==> src/sv/lse_pkg.sv <==
`timescale 1ns / 1ps
// ----------------------------------------------------------------------------
// LSB stego extractor package
// Shared constants, phase encoding and configuration types.
// ----------------------------------------------------------------------------
package lse_pkg;

   localparam int LSE_LENGTH_BITS = 24;
   localparam int HEADER_SKIP_WIDTH = 10;
   localparam logic [HEADER_SKIP_WIDTH-1:0] HEADER_SKIP_RESET = 10'd54;
   localparam logic [7:0] LENGTH_CONTINUE = 8'd255;

   localparam int CSR_ADDR_WIDTH = 3;
   localparam int CSR_DATA_WIDTH = 32;
   localparam logic REG_HEADER_SKIP = 1'b0;

   localparam logic [3:0] DEPTH_1 = 4'd1;
   localparam logic [3:0] DEPTH_2 = 4'd2;
   localparam logic [3:0] DEPTH_4 = 4'd4;
   localparam logic [3:0] DEPTH_8 = 4'd8;

   typedef enum logic [4:0] {
      PH_HEADER = 5'b00001,
      PH_LENGTH = 5'b00010,
      PH_DEPTH  = 5'b00100,
      PH_DATA   = 5'b01000,
      PH_DONE   = 5'b10000
   } phase_type;

   typedef struct packed {
      logic [HEADER_SKIP_WIDTH-1:0] header_skip;
   } cfg_type;

endpackage

==> src/sv/lse_if.sv <==
`timescale 1ns / 1ps
// ----------------------------------------------------------------------------
// LSB stego extractor channels
// Valid/ready channels for image bytes in and message bytes out.
// ----------------------------------------------------------------------------
interface lse_req_if;
   logic       valid;
   logic       ready;
   logic [7:0] image_byte;
   logic       image_start;

   modport source (output valid, output image_byte, output image_start, input ready);
   modport sink (input valid, input image_byte, input image_start, output ready);
endinterface

interface lse_rsp_if;
   logic       valid;
   logic       ready;
   logic [7:0] message_byte;
   logic       message_last;
   logic       depth_error;

   modport source (output valid, output message_byte, output message_last,
                   output depth_error, input ready);
   modport sink (input valid, input message_byte, input message_last,
                 input depth_error, output ready);
endinterface

==> src/sv/lsb_stego_extract_top.sv <==
`timescale 1ns / 1ps
// ----------------------------------------------------------------------------
// LSB stego extractor
// Recovers a message hidden in the low bits of a stream of image bytes.
// ----------------------------------------------------------------------------
//
//   Channel   Direction  Handshake              Carries
//   req_chan  in         valid/ready            image_byte, image_start
//   rsp_chan  out        valid/ready            message_byte, message_last, depth_error
//   csr_*     in         APB-style, pready = 1  header_skip at byte address 0
//
// One image byte is accepted in every cycle; a result appears in the cycle after
// the byte that completes it, from the result register in the core.
// The result register decouples the two sides: a new byte is taken as a
// finished result leaves, so the rate drops only while a held result is stalled.
// Reset is synchronous and active high; it restores header_skip to 54 and
// returns the parser to header skipping with all counters cleared.
// A byte with image_start set restarts extraction and is itself the first byte.
//
module lsb_stego_extract_top #(
   parameter int LENGTH_BITS = lse_pkg::LSE_LENGTH_BITS
) (
   input  logic                                clock,
   input  logic                                reset,
   lse_req_if.sink                             req_chan,
   lse_rsp_if.source                           rsp_chan,
   input  logic                                csr_psel,
   input  logic                                csr_penable,
   input  logic                                csr_pwrite,
   input  logic [lse_pkg::CSR_ADDR_WIDTH-1:0]  csr_paddr,
   input  logic [lse_pkg::CSR_DATA_WIDTH-1:0]  csr_pwdata,
   output logic [lse_pkg::CSR_DATA_WIDTH-1:0]  csr_prdata,
   output logic                                csr_pready
);

   // Configuration seen by the parser. The user must change it only while no
   // transfer is in flight; the block does not enforce this itself.
   lse_pkg::cfg_type cfg;

   lse_csr u_csr (
      .clock       (clock),
      .reset       (reset),
      .csr_psel    (csr_psel),
      .csr_penable (csr_penable),
      .csr_pwrite  (csr_pwrite),
      .csr_paddr   (csr_paddr),
      .csr_pwdata  (csr_pwdata),
      .csr_prdata  (csr_prdata),
      .csr_pready  (csr_pready),
      .cfg         (cfg)
   );

   // The core walks header, length, depth and data phases, one byte per
   // transfer, and holds each recovered byte in its result register until
   // the downstream transfer completes.
   lse_core #(
      .LENGTH_BITS (LENGTH_BITS)
   ) u_core (
      .clock    (clock),
      .reset    (reset),
      .cfg      (cfg),
      .req_chan (req_chan),
      .rsp_chan (rsp_chan)
   );

endmodule

==> src/sv/lse_csr.sv <==
`timescale 1ns / 1ps
// ----------------------------------------------------------------------------
// LSB stego extractor register file
// APB-style port holding the header skip count.
// ----------------------------------------------------------------------------
module lse_csr (
   input  logic                                clock,
   input  logic                                reset,
   input  logic                                csr_psel,
   input  logic                                csr_penable,
   input  logic                                csr_pwrite,
   input  logic [lse_pkg::CSR_ADDR_WIDTH-1:0]  csr_paddr,
   input  logic [lse_pkg::CSR_DATA_WIDTH-1:0]  csr_pwdata,
   output logic [lse_pkg::CSR_DATA_WIDTH-1:0]  csr_prdata,
   output logic                                csr_pready,
   output lse_pkg::cfg_type                    cfg
);

   logic [lse_pkg::HEADER_SKIP_WIDTH-1:0] header_skip_ff;
   logic [lse_pkg::HEADER_SKIP_WIDTH-1:0] header_skip_in;
   logic                                  write_hit;

   assign csr_pready = 1'b1;
   assign write_hit  = csr_psel && csr_penable && csr_pwrite
                       && (csr_paddr[2] == lse_pkg::REG_HEADER_SKIP);

   always_comb begin
      header_skip_in = header_skip_ff;
      if (write_hit) begin
         header_skip_in = csr_pwdata[lse_pkg::HEADER_SKIP_WIDTH-1:0];
      end
   end

   always_ff @(posedge clock) begin
      if (reset) begin
         header_skip_ff <= lse_pkg::HEADER_SKIP_RESET;
      end else begin
         header_skip_ff <= header_skip_in;
      end
   end

   always_comb begin
      csr_prdata = '0;
      if (csr_paddr[2] == lse_pkg::REG_HEADER_SKIP) begin
         csr_prdata = {{(lse_pkg::CSR_DATA_WIDTH-lse_pkg::HEADER_SKIP_WIDTH){1'b0}},
                       header_skip_ff};
      end
   end

   assign cfg.header_skip = header_skip_ff;

endmodule

==> src/sv/lse_core.sv <==
`timescale 1ns / 1ps
// ----------------------------------------------------------------------------
// LSB stego extractor core
// Parse state, bit gathering and the result register.
// ----------------------------------------------------------------------------
module lse_core #(
   parameter int LENGTH_BITS = lse_pkg::LSE_LENGTH_BITS
) (
   input  logic             clock,
   input  logic             reset,
   input  lse_pkg::cfg_type cfg,
   lse_req_if.sink          req_chan,
   lse_rsp_if.source        rsp_chan
);

   lse_pkg::phase_type                    phase_ff, phase_in, cur_phase;
   logic [lse_pkg::HEADER_SKIP_WIDTH-1:0] header_count_ff, header_count_in, cur_hc;
   logic [LENGTH_BITS-1:0]                length_ff, length_in, cur_len;
   logic [LENGTH_BITS-1:0]                emitted_ff, emitted_in, emitted_next;
   logic [3:0]                            depth_ff, depth_in;
   logic [7:0]                            acc_ff, acc_in, acc_next;
   logic [3:0]                            chunk_ff, chunk_in, chunk_next, chunk_need;
   logic [LENGTH_BITS:0]                  length_sum;
   logic                                  accept;
   logic                                  emit;
   logic [7:0]                            emit_byte;
   logic                                  emit_last;
   logic                                  emit_error;

   logic                                  rsp_valid_ff, rsp_valid_in;
   logic [7:0]                            rsp_byte_ff;
   logic                                  rsp_last_ff;
   logic                                  rsp_error_ff;

   assign req_chan.ready = !rsp_valid_ff || rsp_chan.ready;
   assign accept         = req_chan.valid && req_chan.ready;

   // A start byte sees the cleared state.
   assign cur_phase   = req_chan.image_start ? lse_pkg::PH_HEADER : phase_ff;
   assign cur_hc      = req_chan.image_start ? '0 : header_count_ff;
   assign cur_len     = req_chan.image_start ? '0 : length_ff;

   assign length_sum   = {1'b0, cur_len}
                       + {{(LENGTH_BITS-7){1'b0}}, req_chan.image_byte};
   assign emitted_next = emitted_ff + {{(LENGTH_BITS-1){1'b0}}, 1'b1};
   assign chunk_next   = chunk_ff + 4'd1;

   always_comb begin
      case (depth_ff)
         lse_pkg::DEPTH_1: begin
            acc_next   = {acc_ff[6:0], req_chan.image_byte[0]};
            chunk_need = 4'd8;
         end
         lse_pkg::DEPTH_2: begin
            acc_next   = {acc_ff[5:0], req_chan.image_byte[1:0]};
            chunk_need = 4'd4;
         end
         lse_pkg::DEPTH_4: begin
            acc_next   = {acc_ff[3:0], req_chan.image_byte[3:0]};
            chunk_need = 4'd2;
         end
         default: begin
            acc_next   = req_chan.image_byte;
            chunk_need = 4'd1;
         end
      endcase
   end

   always_comb begin
      phase_in        = phase_ff;
      header_count_in = header_count_ff;
      length_in       = length_ff;
      emitted_in      = emitted_ff;
      depth_in        = depth_ff;
      acc_in          = acc_ff;
      chunk_in        = chunk_ff;
      emit            = 1'b0;
      emit_byte       = 8'd0;
      emit_last       = 1'b0;
      emit_error      = 1'b0;
      if (accept) begin
         if (req_chan.image_start) begin
            phase_in        = lse_pkg::PH_HEADER;
            header_count_in = '0;
            length_in       = '0;
            emitted_in      = '0;
            depth_in        = '0;
            acc_in          = '0;
            chunk_in        = '0;
         end
         case (cur_phase)
            lse_pkg::PH_HEADER, lse_pkg::PH_LENGTH: begin
               if ((cur_phase == lse_pkg::PH_HEADER) && (cur_hc < cfg.header_skip)) begin
                  header_count_in = cur_hc + 1'b1;
               end else begin
                  // The first byte past the header is already a length byte.
                  length_in = length_sum[LENGTH_BITS] ? '1 : length_sum[LENGTH_BITS-1:0];
                  phase_in  = (req_chan.image_byte == lse_pkg::LENGTH_CONTINUE)
                              ? lse_pkg::PH_LENGTH : lse_pkg::PH_DEPTH;
               end
            end
            lse_pkg::PH_DEPTH: begin
               if (req_chan.image_byte inside {8'd1, 8'd2, 8'd4, 8'd8}) begin
                  depth_in = req_chan.image_byte[3:0];
                  acc_in   = '0;
                  chunk_in = '0;
                  phase_in = (cur_len == '0) ? lse_pkg::PH_DONE : lse_pkg::PH_DATA;
               end else begin
                  phase_in   = lse_pkg::PH_DONE;
                  emit       = 1'b1;
                  emit_last  = 1'b1;
                  emit_error = 1'b1;
               end
            end
            lse_pkg::PH_DATA: begin
               if (chunk_next < chunk_need) begin
                  acc_in   = acc_next;
                  chunk_in = chunk_next;
               end else begin
                  emitted_in = emitted_next;
                  emit       = 1'b1;
                  emit_byte  = acc_next;
                  emit_last  = (emitted_next >= length_ff);
                  acc_in     = '0;
                  chunk_in   = '0;
                  if (emitted_next >= length_ff) begin
                     phase_in = lse_pkg::PH_DONE;
                  end
               end
            end
            default: begin
            end
         endcase
      end
   end

   always_comb begin
      rsp_valid_in = rsp_valid_ff;
      if (accept) begin
         rsp_valid_in = emit;
      end else if (rsp_chan.ready) begin
         rsp_valid_in = 1'b0;
      end
   end

   always_ff @(posedge clock) begin
      if (reset) begin
         phase_ff        <= lse_pkg::PH_HEADER;
         header_count_ff <= '0;
         length_ff       <= '0;
         emitted_ff      <= '0;
         depth_ff        <= '0;
         acc_ff          <= '0;
         chunk_ff        <= '0;
         rsp_valid_ff    <= 1'b0;
      end else begin
         phase_ff        <= phase_in;
         header_count_ff <= header_count_in;
         length_ff       <= length_in;
         emitted_ff      <= emitted_in;
         depth_ff        <= depth_in;
         acc_ff          <= acc_in;
         chunk_ff        <= chunk_in;
         rsp_valid_ff    <= rsp_valid_in;
      end
   end

   always_ff @(posedge clock) begin
      if (accept && emit) begin
         rsp_byte_ff  <= emit_byte;
         rsp_last_ff  <= emit_last;
         rsp_error_ff <= emit_error;
      end
   end

   assign rsp_chan.valid        = rsp_valid_ff;
   assign rsp_chan.message_byte = rsp_byte_ff;
   assign rsp_chan.message_last = rsp_last_ff;
   assign rsp_chan.depth_error  = rsp_error_ff;

endmodule

==> src/flat_wrapper.sv <==
// flat-port wrapper written by rule: the top's interface ports become plain ports
module lsb_stego_extract_top_flat 
#(
   parameter int LENGTH_BITS = lse_pkg::LSE_LENGTH_BITS
)
  (clock, reset, csr_psel, csr_penable, csr_pwrite, csr_paddr, csr_pwdata, csr_prdata, csr_pready, req_chan_valid, req_chan_image_byte, req_chan_image_start, req_chan_ready, rsp_chan_valid, rsp_chan_message_byte, rsp_chan_message_last, rsp_chan_depth_error, rsp_chan_ready);
  lse_req_if req_chan_i ();
  lse_rsp_if rsp_chan_i ();
  input  logic clock;
  input  logic reset;
  input  logic csr_psel;
  input  logic csr_penable;
  input  logic csr_pwrite;
  input  logic [lse_pkg::CSR_ADDR_WIDTH-1:0] csr_paddr;
  input  logic [lse_pkg::CSR_DATA_WIDTH-1:0] csr_pwdata;
  output logic [lse_pkg::CSR_DATA_WIDTH-1:0] csr_prdata;
  output logic csr_pready;
  input wire logic [$bits(req_chan_i.valid)-1:0] req_chan_valid;
  input wire logic [$bits(req_chan_i.image_byte)-1:0] req_chan_image_byte;
  input wire logic [$bits(req_chan_i.image_start)-1:0] req_chan_image_start;
  output wire logic [$bits(req_chan_i.ready)-1:0] req_chan_ready;
  output wire logic [$bits(rsp_chan_i.valid)-1:0] rsp_chan_valid;
  output wire logic [$bits(rsp_chan_i.message_byte)-1:0] rsp_chan_message_byte;
  output wire logic [$bits(rsp_chan_i.message_last)-1:0] rsp_chan_message_last;
  output wire logic [$bits(rsp_chan_i.depth_error)-1:0] rsp_chan_depth_error;
  input wire logic [$bits(rsp_chan_i.ready)-1:0] rsp_chan_ready;
  assign req_chan_i.valid = req_chan_valid;
  assign req_chan_i.image_byte = req_chan_image_byte;
  assign req_chan_i.image_start = req_chan_image_start;
  assign req_chan_ready = req_chan_i.ready;
  assign rsp_chan_valid = rsp_chan_i.valid;
  assign rsp_chan_message_byte = rsp_chan_i.message_byte;
  assign rsp_chan_message_last = rsp_chan_i.message_last;
  assign rsp_chan_depth_error = rsp_chan_i.depth_error;
  assign rsp_chan_i.ready = rsp_chan_ready;
  lsb_stego_extract_top #(.LENGTH_BITS(LENGTH_BITS)) u_core (.clock(clock), .reset(reset), .req_chan(req_chan_i), .rsp_chan(rsp_chan_i), .csr_psel(csr_psel), .csr_penable(csr_penable), .csr_pwrite(csr_pwrite), .csr_paddr(csr_paddr), .csr_pwdata(csr_pwdata), .csr_prdata(csr_prdata), .csr_pready(csr_pready));
endmodule
==> config.mk <==
export PLATFORM = sky130hd
export DESIGN_NAME = lsb_stego_extract_top_flat
export DESIGN_NICKNAME = d
export VERILOG_FILES = /design/src/sv/lse_pkg.sv /design/src/sv/lse_if.sv /design/src/sv/lsb_stego_extract_top.sv /design/src/sv/lse_csr.sv /design/src/sv/lse_core.sv /design/src/flat_wrapper.sv
export SDC_FILE = /design/constraint.sdc
export NUM_CORES = 1
export LEC_CHECK = 0
export ABC_AREA = 1
export CAP_MARGIN = 15
export CELL_PAD_IN_SITES_DETAIL_PLACEMENT = 0
export CELL_PAD_IN_SITES_GLOBAL_PLACEMENT = 1
export CORE_ASPECT_RATIO = 0.6
export CORE_MARGIN = 8
export CORE_UTILIZATION = 45
export CTS_CLUSTER_DIAMETER = 200
export DETAILED_ROUTE_END_ITERATION = 8
export DONT_BUFFER_PORTS = 1
export PLACE_DENSITY = 0.84
export SLEW_MARGIN = 10
export SYNTH_ARGS = -nofsm -noshare
export SYNTH_HDL_FRONTEND = slang
export SYNTH_HIERARCHICAL = 1
export SYNTH_SLANG_ARGS = --single-unit
==> constraint.sdc <==
create_clock -name clock -period 3.92 [get_ports clock]
set_input_delay 0.588 -clock clock [delete_from_list [all_inputs] [get_ports clock]]
set_output_delay 0.588 -clock clock [all_outputs]
set_load 0.01 [all_outputs]
After elaboration in Yosys (flattened, before gate mapping)
Cells that the tools add are included.
{"block": "totals", "ff_bits": 100, "latch_bits": 0, "mem_bits_rw": 0, "mem_bits_ro": 0, "out_inout_bits": 45, "word_cells": 88, "memories": 0}
{"block": "classes", "n_addsub": 4, "n_mul": 0, "n_div": 0, "n_lt_le_gt_ge": 3, "n_eq_ne": 12, "shift": 0, "muxes": 40, "bitwise_logic": 3, "reduce_logical": 14}
{"cell": "24-bit two-way mux", "count": 7}
{"cell": "10-bit two-way mux", "count": 4}
{"cell": "5-bit two-way mux", "count": 6}
{"cell": "24-bit by 8-bit adder with 25-bit output", "count": 1}
{"cell": "24-bit by 1-bit adder with 24-bit output, second input constant", "count": 1}
{"cell": "24-bit greater-or-equal comparator", "count": 1}
{"cell": "24-bit logical NOT", "count": 1}
{"cell": "4-bit two-way mux", "count": 6}
{"cell": "8-bit two-way mux", "count": 3}
{"cell": "8-bit case mux with 3 select lines", "count": 1}
{"cell": "8-bit case mux with 2 select lines", "count": 1}
{"cell": "5-bit case mux with 3 select lines", "count": 1}
{"cell": "4-bit case mux with 3 select lines", "count": 1}
{"cell": "10-bit by 1-bit adder with 10-bit output, second input constant", "count": 1}
{"cell": "10-bit less-than comparator", "count": 1}
{"cell": "8-bit by 1-bit equality test with 1-bit output, second input constant", "count": 1}
{"cell": "8-bit by 2-bit equality test with 1-bit output, second input constant", "count": 1}
{"cell": "8-bit by 3-bit equality test with 1-bit output, second input constant", "count": 1}
{"cell": "8-bit by 4-bit equality test with 1-bit output, second input constant", "count": 1}
{"cell": "8-bit equality test, second input constant", "count": 1}
{"cell": "4-bit case mux with 2 select lines", "count": 1}
{"cell": "1-bit logical AND", "count": 6}
{"cell": "1-bit two-way mux", "count": 6}
{"cell": "5-bit by 1-bit equality test with 1-bit output, second input constant", "count": 1}
{"cell": "other kinds (18)", "count": 21}

Logic depth before layout (Yosys ltp)
{"block": "logic_depth", "word_depth": 7, "ltp_mapped": 22, "mapped_depth_nobuf": 22}

Hierarchy
Netlist, hierarchy kept.
{"mod": "lse_core", "instances": 1, "cells_per_inst": 1189, "area_per_inst_um2": 7267.0, "seq_area_each_um2": 1881.8}
{"mod": "lse_csr", "instances": 1, "cells_per_inst": 107, "area_per_inst_um2": 715.7, "seq_area_each_um2": 200.2}

Least setup slack after synthesis
OpenSTA, ideal clock, no wires.
{"block": "synth_path", "kind": "input-to-reg", "from": "input req_chan_image_start", "to": "register u_core.u_core.length_ff[14]", "arrival_ns": 2.950, "required_ns": 3.864, "slack_ns": 0.914, "cell_stages": 22, "n_path_buf": 4, "cell_sequence": "buf_6 > inv_6 > buf_6 > buf_2 > nand2_1 > inv_1 > ha_1 > inv_1 > fa_1 > nand3b_1 > nand2_1 > nand3_1 > nand2_1 > nand2_1 > nor2_2 > nand3_2 > nand2_4 > inv_4 > buf_6 > nand3_2 > nand2_1 > inv_1"}
{"block": "synth_via", "elab_chain_cells": 5, "word_cells_on_any_way": 12, "classes_between": "add/sub: 1; order compare: 1; eq/ne: 2; mux: 6; reduce/logical: 2"}
{"element": "from (decl)", "line": "flat_wrapper.sv:20", "rtl": "input wire logic [$bits(req_chan_i.image_start)-1:0] req_chan_image_start;"}
{"element": "24-bit two-way mux, or another cell as far along", "line": "lse_core.sv:41, lse_core.sv:82"}
{"element": "24-bit by 8-bit adder with 25-bit output, or another cell as far along", "line": "lse_core.sv:44", "rtl": "+ {{(LENGTH_BITS-7){1'b0}}, req_chan.image_byte};"}
{"element": "24-bit two-way mux or 1-bit logical AND (tied branches)", "line": "lse_core.sv:97, lse_core.sv:93"}
{"element": "24-bit two-way mux", "line": "lse_core.sv:93", "rtl": "if ((cur_phase == lse_pkg::PH_HEADER) && (cur_hc < cfg.header_skip)) begin"}
{"element": "24-bit two-way mux (*)", "line": "lse_core.sv:91", "rtl": "case (cur_phase)"}
{"element": "to (signal assigned)", "line": "lse_core.sv:159", "rtl": "length_ff <= length_in;"}
{"element": "to (decl)", "line": "lse_core.sv:18", "rtl": "logic [LENGTH_BITS-1:0] length_ff, length_in, cur_len;"}
Every way passes the cells marked *; elsewhere a longest branch is shown, timed or not.
A chain may end at the register's enable or synchronous reset.

Worst setup path after layout
{"block": "layout_path", "from": "register u_core.u_core.emitted_ff[3]", "to": "register u_core.u_core.phase_ff[4]"}
{"block": "layout_via", "elab_chain_cells": 5}
{"element": "from (decl)", "line": "lse_core.sv:19", "rtl": "logic [LENGTH_BITS-1:0] emitted_ff, emitted_in, emitted_next;"}
{"element": "from (signal assigned)", "line": "lse_core.sv:160", "rtl": "emitted_ff <= emitted_in;"}
{"element": "24-bit by 1-bit adder with 24-bit output", "line": "lse_core.sv:45", "rtl": "assign emitted_next = emitted_ff + {{(LENGTH_BITS-1){1'b0}}, 1'b1};"}
{"element": "24-bit greater-or-equal comparator", "line": "lse_core.sv:126", "rtl": "if (emitted_next >= length_ff) begin"}
{"element": "5-bit two-way mux", "line": "lse_core.sv:126"}
{"element": "5-bit two-way mux", "line": "lse_core.sv:116", "rtl": "if (chunk_next < chunk_need) begin"}
{"element": "5-bit case mux with 3 select lines", "line": "lse_core.sv:91"}
{"element": "to (signal assigned)", "line": "lse_core.sv:148", "rtl": "phase_ff <= lse_pkg::PH_HEADER;"}
{"element": "to (signal assigned)", "line": "lse_core.sv:157", "rtl": "phase_ff <= phase_in;"}
{"element": "to (decl)", "line": "lse_core.sv:16", "rtl": "lse_pkg::phase_type phase_ff, phase_in, cur_phase;"}
Every way passes these cells.

==> flow_summary.yaml <==
synth:
  synth_area_um2: 7980
  ys.flop_type: "dfxtp_1"
  synth.distinct_cells: 47
  synth_edf_count: 10
  async_reset_ff_frac: 0
  ys_ff_latch: 99
  syn_avg_cell_area_um2: 6.16
  netlist_instances: 1296
  synth_warnings: 6
  ys_seq_area_frac: 0.261
sta:
  hold_viol_final: 0
  worst_pin_slew_ps: 1010
  fin_crit_sh: 0.855
  rsz0062_at_grt: "false"
  min_period_ps: 3350
  fmax_ghz: 0.298
  setup_viol: 0
  setup_tns_ps: 0
  timing.final.ws_setup_ps: 567
  finClkSkew_ps: 9.16
  drv_slew: 0
  max-slew-margin-rel: 0.325
pwr:
  max-vdd-ir-drop_uv: 202
  power.density_nw_per_um2: 287
  swShare: 0.323
  switchingPower_w: 0.000773
  pwr-share-seq: 0.450
  combPwrFrac: 0.160
  p_leak_nw: 4.04
  internal-power_w: 0.00162
  p_clk_frac: 0.389
critical_path:
  cp_max_fo: 6
  critical_path_arrival_ps: 3650
  cp.required_ps: 4210
  crit_path_end_kind: "register"
  critPathKind: "reg2reg"
  startpoint_type: "register"
route:
  drt_pass1_iterations: 5
  via_count: 7880
  drc: 0
  drt_iter0_markers: 853
  totalWireLength_um: 22900
  routedWlPerCell_um: 15.2
  routed_via_density: 5.22
  antenna_left: 0
layout:
  regArea_um2: 2080
  final_util: 0.483
  n_antenna_cell: 0
  multi_input_area_um2: 4840
  stdcell_area_um2: 8340
  final.fill_count: 1814
  drive_above_1_share: 0.0635
  final_nets: 1370
  areaGrowthSynthToFinish_pct: 4.45
clocking:
  h-tree-depth: 3
  cts_tree: "yes"
  cts.repair.resized: 0
  hold_buffers: 0
  cts_inserted_buffers: 9
  cts_setup_buffers: 0
  root_buffer: "clkbuf_16"
  cts.reportedPaths.clkPinSlew_ps: 80
  insertion_delay_ps: 360
  cts_buffer_depth: 2
  cts_sinks: 99
job:
  cap_violations: 0
global_route:
  grt-ovfl-total: 0
  groute.usage.overall: 0.202
  grt_antenna_before_repair: 0
  grt_start_max_net_pins: 54
  grt_pass1_wl_um: 37100
  grt_pass1_vias: 6950
placement:
  routabilityCongestion: 0.922
  place_area_um2: 8030
  hpwl_um: 17100
  portBuffers: 0
  dp_slack_ps: 721
status:
  status: "finished clean"
floorplan:
  core_area_um2: 17300
  ioPinCount: 96
  start_util: 0.462
  dieWidth_um: 188
  die_area_um2: 22400
  placementRows: 37
  chipHeight_um: 119
min_path:
  hp-class: "in2reg"
## layout by cell type (no fill, tap or decap), types with 9 or more instances in the layout
cell       Yosys  final
edfxtp_1      10     10
nand4_1       37     37
buf_4         24      9
inv_1        187    187
clkbuf_16      0      9
nor3_1        12     12
nor2_2        14     14
nand2_1      375    374
ha_1          47     47
dfxtp_1       89     89
conb_1         2     23
nand3_2        9      9
nor2_1       133    133
nand2_2        9     10
a31oi_1       13     13
nand3_1       78     78
xor2_1        17     17
o21ai_0       40     40
a21oi_1       89     89
## worst max-delay path, cell delays in order, from the launching register on
cell and delay [ps]:
dfxtp_1 440, nand2_1 120, nor2_1 230, nand2_1 190, nor2_1 480, nand3_1 160
xor2_1 230, inv_1 80, ha_1 290, nand2_1 70, nor2_1 170, nand4_1 100
nor2_1 90, nand2_1 60, nand2_1 110, nand3_1 160, nand2_1 120, nand2_1 50
a21oi_1 120
## cell type report
type / count / share of cell area
well taps: 234 / 0.0351
multi-input cells: 953 / 0.580
clock buffers: 9 / 0.0270
repair buffers: 9 / 0.00810
inverters: 199 / 0.0905
flip-flops and latches: 99 / 0.250
clock inverters: 7 / 0.00945
## through the flow
stage	std cells	hold slack (ps)	total power (W)
floorplan	1317	445	0.00142
global placement	1494	449	0.00147
detailed placement	1494	449	0.00147
CTS	1510	282	0.00241
global route	1510	278	0.00250
finish	1510	298	0.00239
## registers in the layout (all words and copies together), names as in the netlist
register / count
u_core/u_core/acc_ff: 7
u_core/u_core/chunk_ff: 4
u_core/u_core/depth_ff: 4
u_core/u_core/emitted_ff: 24
u_core/u_core/header_count_ff: 10
u_core/u_core/length_ff: 24
u_core/u_core/phase_ff: 5
u_core/u_core/rsp_chan.depth_error: 1
u_core/u_core/rsp_chan.message_byte: 8
u_core/u_core/rsp_chan.message_last: 1
u_core/u_core/rsp_chan.valid: 1
u_core/u_csr/cfg: 10
## path summary, 6_finish.rpt
path / from / slack [ps] / depth (start not counted) / endpoint
max reg2reg: u_core/u_core/emitted_ff[3]$_SDFFE_PP0P_ / 570 / 18 / u_core/u_core/phase_ff[4]$_SDFFE_PP0P_
min: reset / 300 / 1 / u_core/u_core/header_count_ff[8]$_SDFFE_PP0P_
min reg2reg: u_core/u_core/header_count_ff[9]$_SDFFE_PP0P_ / 460 / 2 / u_core/u_core/header_count_ff[9]$_SDFFE_PP0P_
max: u_core/u_core/emitted_ff[3]$_SDFFE_PP0P_ / 570 / 18 / u_core/u_core/phase_ff[4]$_SDFFE_PP0P_
## power by group through the flow
stage | sequential [W] | clock (W) | combinational [W]
4_1_cts | 0.00108 | 0.000958 | 0.000376
3_3_place_gp | 0.00110 | 0 | 0.000372
5_1_grt | 0.00108 | 0.000988 | 0.000431
2_1_floorplan | 0.00109 | 0 | 0.000328
6_report | 0.00108 | 0.000930 | 0.000383
3_5_place_dp | 0.00110 | 0 | 0.000374
## synthesized netlist by cell type, types with 2 or more instances
master    count  share of area
nand2_1     375           0.18
inv_1       187          0.088
nor2_1      133          0.063
a21oi_1      89          0.056
dfxtp_1      89           0.22
nand3_1      78          0.049
ha_1         47          0.074
o21ai_0      40          0.025
nand4_1      37          0.029
buf_4        24          0.023
clkbuf_1     23          0.011
xor2_1       17          0.019
nor2_2       14          0.011
a31oi_1      13          0.010
buf_2        12         0.0075
nor3_1       12         0.0075
edfxtp_1     10          0.038
nand2_2       9         0.0071
nand3_2       9          0.011
inv_2         7         0.0033
o22ai_1       7         0.0055
xnor2_1       7         0.0077
nand3b_1      6         0.0056
buf_6         5         0.0071
o21bai_1      5         0.0047
a21o_1        4         0.0038
o21ai_1       4         0.0025
or2_2         4         0.0031
a21oi_2       3         0.0033
clkinv_1      3         0.0014
nand2_4       3         0.0042
o21a_1        3         0.0028
buf_1         2        0.00094
conb_1        2        0.00094
## cell families after synthesis
| group | Yosys count | share of synthesized area |
|---|---|---|
| AOI/OAI and AO/OA | 172 | 0.118 |
| DFF | 99 | 0.261 |
| buffers and inverters | 265 | 0.143 |
| adders and majority gates | 48 | 0.0762 |
| and+or+nand+nor | 686 | 0.374 |
| other | 2 | 0.000941 |
| xor gates and xnor gates | 24 | 0.0263 |
## routing by layer
layer | global-route usage | up-vias | wire length [µm]
li1 | - | 4024 | -
met1 | 0.323 | 3523 | 12400
met2 | 0.260 | 323 | 8030
met3 | 0.0530 | 10 | 2340
met4 | 0.0309 | 0 | 117
met5 | 0 | - | 0
Power figures use the tool's default switching activity.
